## src/rtl/pmq_pkg.sv

```systemverilog
// ----------------------------------------------------------------------------
// pmq_pkg: shared types and constants of the priority multi-queue scheduler
// Request and result words, slot record, controller commands and status.
// ----------------------------------------------------------------------------
package pmq_pkg;

    localparam int TASK_SLOTS_DEF   = 64;
    localparam int QUEUE_COUNT_DEF  = 16;
    localparam int TARGET_COUNT_DEF = 32;

    localparam logic [1:0] REQ_SUBMIT  = 2'd0;
    localparam logic [1:0] REQ_TICK    = 2'd1;
    localparam logic [1:0] REQ_SET_PRI = 2'd2;

    localparam logic [6:0] KEEP_RESET   = 7'd48;
    localparam logic [7:0] PRI_Q0_RESET = 8'd10;

    typedef struct packed {
        logic [1:0]  req_type;
        logic [3:0]  queue_id;
        logic [31:0] seq_number;
        logic [4:0]  target_index;
        logic        wait_on_run;
        logic        wait_on_conf;
        logic [7:0]  priority_req;
        logic [31:0] run_busy_map;
        logic [31:0] conf_pending_map;
        logic [47:0] now_time;
    } pmq_req_t;

    typedef struct packed {
        logic       launched;
        logic [5:0] launch_slot;
        logic [3:0] launch_queue;
        logic [4:0] launch_target;
        logic       submit_ok;
        logic [5:0] submit_slot;
        logic [6:0] completed_count;
        logic [6:0] purged_count;
    } pmq_res_t;

    typedef struct packed {
        logic [3:0]  queue;
        logic [31:0] seq;
        logic [4:0]  target;
        logic        wait_run;
        logic        wait_conf;
    } slot_rec_t;

    typedef enum logic [3:0] {
        OP_NONE,
        OP_CAPTURE,
        OP_SUB_SCAN,
        OP_SET_PRI,
        OP_PASS_INIT,
        OP_PASS,
        OP_CHECK,
        OP_PURGE_INIT,
        OP_PURGE_SCAN,
        OP_PURGE_FREE,
        OP_LAUNCH_INIT,
        OP_LAUNCH_SCAN,
        OP_LAUNCH_DO
    } dp_op_t;

    typedef enum logic [3:0] {
        ST_IDLE,
        ST_DISPATCH,
        ST_SUB_SCAN,
        ST_PASS_INIT,
        ST_PASS,
        ST_CHECK,
        ST_CHECK_END,
        ST_PURGE_TEST,
        ST_PURGE_INIT,
        ST_PURGE_SCAN,
        ST_PURGE_FREE,
        ST_LAUNCH_INIT,
        ST_LAUNCH_SCAN,
        ST_LAUNCH_DO,
        ST_DONE
    } ctl_state_t;

    typedef struct packed {
        dp_op_t op;
    } pmq_cmd_t;

    typedef struct packed {
        logic [1:0] req_kind;
        logic       qid_ok;
        logic       slot_free;
        logic       slot_last;
        logic       scan_end;
        logic       queue_last;
        logic       rescan_any;
        logic       purge_need;
    } pmq_sts_t;

endpackage

```

## src/rtl/pmq_ctrl.sv

```systemverilog
// ----------------------------------------------------------------------------
// pmq_ctrl: scheduler sequencer
// Steps the datapath through submit, priority write and the tick phases.
// ----------------------------------------------------------------------------
module pmq_ctrl
    import pmq_pkg::*;
(
    input  logic     clk,
    input  logic     rst_n,
    input  logic     start,
    output logic     busy,
    output logic     done,
    output pmq_cmd_t cmd,
    input  pmq_sts_t sts
);

    ctl_state_t state_reg;
    ctl_state_t state_next;

    always_ff @(posedge clk or negedge rst_n)
    begin
        if (!rst_n)
        begin
            state_reg <= ST_IDLE;
        end
        else
        begin
            state_reg <= state_next;
        end
    end

    always_comb
    begin
        state_next = state_reg;
        cmd.op     = OP_NONE;
        done       = 1'b0;
        busy       = (state_reg != ST_IDLE);
        unique case (state_reg)
            ST_IDLE:
            begin
                if (start)
                begin
                    cmd.op     = OP_CAPTURE;
                    state_next = ST_DISPATCH;
                end
            end
            ST_DISPATCH:
            begin
                unique case (sts.req_kind)
                    REQ_SUBMIT:  state_next = sts.qid_ok ? ST_SUB_SCAN : ST_DONE;
                    REQ_TICK:    state_next = ST_PASS_INIT;
                    REQ_SET_PRI:
                    begin
                        cmd.op     = OP_SET_PRI;
                        state_next = ST_DONE;
                    end
                    default:     state_next = ST_DONE;
                endcase
            end
            ST_SUB_SCAN:
            begin
                cmd.op = OP_SUB_SCAN;
                if (sts.slot_free || sts.slot_last)
                begin
                    state_next = ST_DONE;
                end
            end
            ST_PASS_INIT:
            begin
                cmd.op     = OP_PASS_INIT;
                state_next = ST_PASS;
            end
            ST_PASS:
            begin
                cmd.op = OP_PASS;
                if (sts.scan_end)
                begin
                    state_next = ST_CHECK;
                end
            end
            ST_CHECK:
            begin
                cmd.op = OP_CHECK;
                if (sts.queue_last)
                begin
                    state_next = ST_CHECK_END;
                end
            end
            ST_CHECK_END:
            begin
                // rescan any queue whose head just completed
                state_next = sts.rescan_any ? ST_PASS_INIT : ST_PURGE_TEST;
            end
            ST_PURGE_TEST:
            begin
                state_next = sts.purge_need ? ST_PURGE_INIT : ST_LAUNCH_INIT;
            end
            ST_PURGE_INIT:
            begin
                cmd.op     = OP_PURGE_INIT;
                state_next = ST_PURGE_SCAN;
            end
            ST_PURGE_SCAN:
            begin
                cmd.op = OP_PURGE_SCAN;
                if (sts.scan_end)
                begin
                    state_next = ST_PURGE_FREE;
                end
            end
            ST_PURGE_FREE:
            begin
                cmd.op     = OP_PURGE_FREE;
                state_next = ST_PURGE_TEST;
            end
            ST_LAUNCH_INIT:
            begin
                cmd.op     = OP_LAUNCH_INIT;
                state_next = ST_LAUNCH_SCAN;
            end
            ST_LAUNCH_SCAN:
            begin
                cmd.op = OP_LAUNCH_SCAN;
                if (sts.queue_last)
                begin
                    state_next = ST_LAUNCH_DO;
                end
            end
            ST_LAUNCH_DO:
            begin
                cmd.op     = OP_LAUNCH_DO;
                state_next = ST_DONE;
            end
            ST_DONE:
            begin
                done       = 1'b1;
                state_next = ST_IDLE;
            end
            default:
            begin
                state_next = ST_IDLE;
            end
        endcase
    end

endmodule

```

## config.mk

```make
export PLATFORM = sky130hd
export DESIGN_NAME = pmq_ctrl
export DESIGN_NICKNAME = d
export VERILOG_FILES = /design/src/rtl/pmq_pkg.sv /design/src/rtl/pmq_ctrl.sv
export SDC_FILE = /design/constraint.sdc
export NUM_CORES = 1
export LEC_CHECK = 0
export BUFFER_PORTS_ARGS = -buffer_cell sky130_fd_sc_hd__buf_2
export CORE_AREA = 2 2 39 41
export CTS_CLUSTER_SIZE = 40
export DETAILED_ROUTE_END_ITERATION = 8
export DIE_AREA = 0 0 41 43
export GPL_TIMING_DRIVEN = 0
export PLACE_DENSITY = 0.7
export REMOVE_ABC_BUFFERS = 1
export SYNTH_ARGS = -nofsm -noshare
export SYNTH_HDL_FRONTEND = slang
export SYNTH_SLANG_ARGS = --single-unit
```

## constraint.sdc

```tcl
create_clock -name clk -period 2.1 [get_ports clk]
set_input_delay 0.42 -clock clk [delete_from_list [all_inputs] [get_ports clk]]
set_output_delay 0.42 -clock clk [all_outputs]
set_load 0.05 [all_outputs]
```

**Yosys cells after proc, flatten, opt, wreduce, memory -nomap -nowiden**

Cells that the tools add are included.

- Reduce and logical (&&, ||, !) cells: 5
- Equal/unequal tests: 22
- Muxes and demuxes: 15

Operator list:

| kind | count |
|---|---|
| one-hot mux 4 bit (14 select lines) | 1 |
| one-hot mux 4 bit (12 select lines) | 1 |
| == test 4 bit, second input constant | 7 |
| 2-to-1 mux 4 bit | 7 |
| == test 4 x 3 -> 1 bit, second input constant | 4 |
| inequality test 2 bit, second input constant | 6 |
| == test 4 x 2 -> 1 bit, second input constant | 2 |
| one-hot mux 4 bit (2 select lines) | 1 |
| AND reduction 6 bit | 1 |
| == test 4 x 1 -> 1 bit, second input constant | 1 |
| zero test 4 bit | 1 |
| 2-to-1 mux 2 bit | 2 |
| nonzero test 4 bit | 1 |
| 2-to-1 mux 3 bit | 1 |
| == test 2 x 1 -> 1 bit, second input constant | 1 |
| == test 2 bit, second input constant | 1 |
| zero test 2 bit | 1 |
| 2-to-1 mux 1 bit | 2 |
| logical OR 1 bit | 1 |

- Input port bits: 12
- Register bits: 4
- Output and inout bits: 6
- Logic and storage cells: 43

**Longest topological paths before layout**

- Depth after elaboration: 3
- Depth in mapped cells: 6
- Depth with buffers taken out: 4

**Least setup slack after synthesis**

No wires, ideal clock.

- Path kind: flip-flop to output port
- From: reg state_reg[2]
- To: out cmd[0] (netlist bit)
- Path slack: -0.231 ns
- Stages on the path, launching flop included: 5
- Arrival: 1.911 ns
- Buffers on the path: 2
- Data required time: 1.680 ns
- Cell sequence: dfrtp_1 buf_2 buf_2 nor2_1 o32ai_1

RTL lines:

| item | line | source |
|---|---|---|
| from (decl) | pmq_ctrl.sv:17 | `ctl_state_t state_reg;` |
| from (signal assigned) | pmq_ctrl.sv:28 | `state_reg <= state_next;` |
| to (decl) | pmq_ctrl.sv:13 | `output pmq_cmd_t cmd,` |

==> results.toml <==
[setup_path]
start_kind = "register"
crit_path_max_fanout = 17
reg2reg_depth = 4
criticalPathCategory = "register to output port"
path_cells = "nor2b_1 -> mux4_2 -> buf_2"
r2r-start = "state_reg[3]"
slowest_stage = "dfrtp_2"
crit_required_ns = 1.68
r2r-end = "state_reg[2]"
endpoint_kind = "output port"
cp.arrival_ns = 1.61
critPathMaxStageDelay_ns = 0.50
r2r_slack_ns = 0.24

[detailed_routing]
ant_nets = 0
wl_um = 1169
viasPerCell = 5.713
drt_iter0_drc = 13
num_vias = 537
drc = 0
first_pass_iters = 4
wl_per_cell_um = 12.44

[timing]
tightest_slew_ns = 0.3009
setup_violations = 0
fmax_ghz = 0.4919
period_minus_slack_ns = 2.033
fin_ws_ns = 0.06705
skew_ns = 0.001696
min_period_over_period_pct = 96.81
slew_viol_final = 0
rsz0062_at_grt = "no"
hold_violations = 0
final.setup.tns_ns = 0
slew_headroom_pct = 79.94

[clock_network]
tritoncts = "done"
cts.clk_slew.worst_paths_ns = 0.04
cts_buffer_depth = 2
clkSinkCount = 4
cts_buffers = 3
cts_setup_buffers = 0
worstSkewPairLatency_ns = 0.23
clockRootBuffer = "clkbuf_4"
cts-htree-levels = 1

[synth]
synthMostInstantiatedCell = "a21oi_1"
synthAdderAreaFrac_pct = 0
synth_xor_area_share_pct = 0
synth_top_family_by_area = "compound AO/OA/AOI/OAI gates"
synth.largest_area_cell = "dfrtp_1"
yosysTopAreaCellShare_pct = 20.10
synthFlopType = "dfrtp_1"
ys_ff_latch = 4
async_reset_ff_share_pct = 100.0
yosys-mux-area-fraction_pct = 13.82
avgSynthCellArea_sq_um = 7.904
ys_seq_area_share_pct = 20.10
ys_types = 33
synth.cell_area_sq_um = 498.0
synth_compound_area_share_pct = 30.65
synthTopCellsByCount = "a21oi_1 (7), o21ai_0 (6)"
syn_inst = 63
ys_top_cells_by_area = "dfrtp_1 (20%), a21oi_1 (7.0%), o21ai_0 (6.0%)"
synth_simple_gate_area_share_pct = 25.38
synth_enable_flop_cells = 0
ys_warn_count = 0

[worst_hold_path]
min_path_type = "input pin to register"
hold_depth = 3
min-delay-start = "sts[4]"
hold_end = "state_reg[1]"

[global_route]
use_met1_pct = 20.83
grt_pass1_wl_um = 1731
grt.met2_usage_pct = 20.31
top_usage_layer = "met1"
grt_use_total_pct = 13.94
use_met3_pct = 1.571
gr-total-overflow = 0
grt_max_degree = 18
antenna_found_initial = 0
grt_pass1_vias = 439

[floorplan]
start_util_pct = 35.99
die_y_um = 43
core_sq_um = 1384
num_rows = 14
num_io_pins = 18
die_w_um = 41
dieArea_sq_um = 1763

[layout]
diodes = 0
syn2layout_area_growth_pct = 22.11
layout.nets = 92
fillers = 152
drive_gt1_share_pct = 42.31
seqCellArea_sq_um = 105.1
layoutNonFillerInstCount = 94
fin_area_sq_um = 608.1
multi_input_area_sq_um = 347.8
largest_register_ffs = 4

[job]
maxCapViolations = 0

[placed_design]
gp_congestion = 0.7654
place_area_sq_um = 568.0
port_buffers = 17
post-place-cells = 90
dpl.hpwl_um = 829.3
place_ws_ns = 0.1883

[outcome]
run_status = "finished clean"
## through the flow
| step | utilization (%) | hold WS (ns) |
|---|---|---|
| finish | 43.94 | 0.4987 |
| global route | 43.94 | 0.5071 |
| CTS | 43.67 | 0.4958 |
| detailed placement | 41.05 | 0.2268 |
| global placement | 41.05 | 0.2226 |
| floorplan | - | 0.1244 |
## cell usage in the layout (no fill, tap or decap), types with 2 or more instances in the layout
cell type	n
buf_2	16
mux2i_1	2
dfrtp_2	4
clkbuf_4	4
o2bb2ai_1	2
inv_1	3
nand2_1	4
a21oi_1	7
nor3_1	2
nor2_1	4
o21ai_0	6
nand2b_1	3
## critical path: cells and delay by family (launching register included)
family,cells,cell delay (ns)
and+or+nand+nor,1,0.19
DFF,1,0.50
buffers and inverters,1,0.22
muxes,1,0.47
## final cells by class
type                       count  area share (%)
timing repair buffer          18           16.05
clock buffer                   3           3.704
tap                           16           3.292
inverter                       4           2.469
sequential                     4           17.28
multi-input combinational     49           57.20
## how the worst max path moves through the flow
stage                            start      endpoint  slack [ns]  cells after the start
final                     state_reg[3]        cmd[1]        0.07                      3
after global placement    state_reg[2]  state_reg[2]        0.18                      4
after floorplan           state_reg[2]        cmd[0]       -0.18                      2
after detailed placement  state_reg[2]  state_reg[2]        0.19                      4
after CTS                 state_reg[1]        cmd[1]        0.02                      2
after global routing      state_reg[3]        cmd[1]        0.01                      3
## cells by family after synthesis
kind of cell,after synthesis
multiplexers,5
AO/OA/AOI/OAI,23
buffers and inverters,10
AND/OR/NAND/NOR,21
flip-flops,4
## metal layers
layer | routed length [um] | up-vias
met5 | 0 | -
met4 | 0 | 0
met3 | 61 | 0
met2 | 545 | 19
met1 | 562 | 249
li1 | - | 269
## what timing repair did
action | CTS | global route
hold buffers | 1 | 0
pin swaps | 0 | 0
endpoints found under the setup margin | 2 | 2
gates resized for setup | 3 | 2
endpoints found under the hold margin | 4 | 0
Power is left out: the tool's default activity adds up to more than one toggle a clock period on the data nets, which glitch-free logic cannot reach.
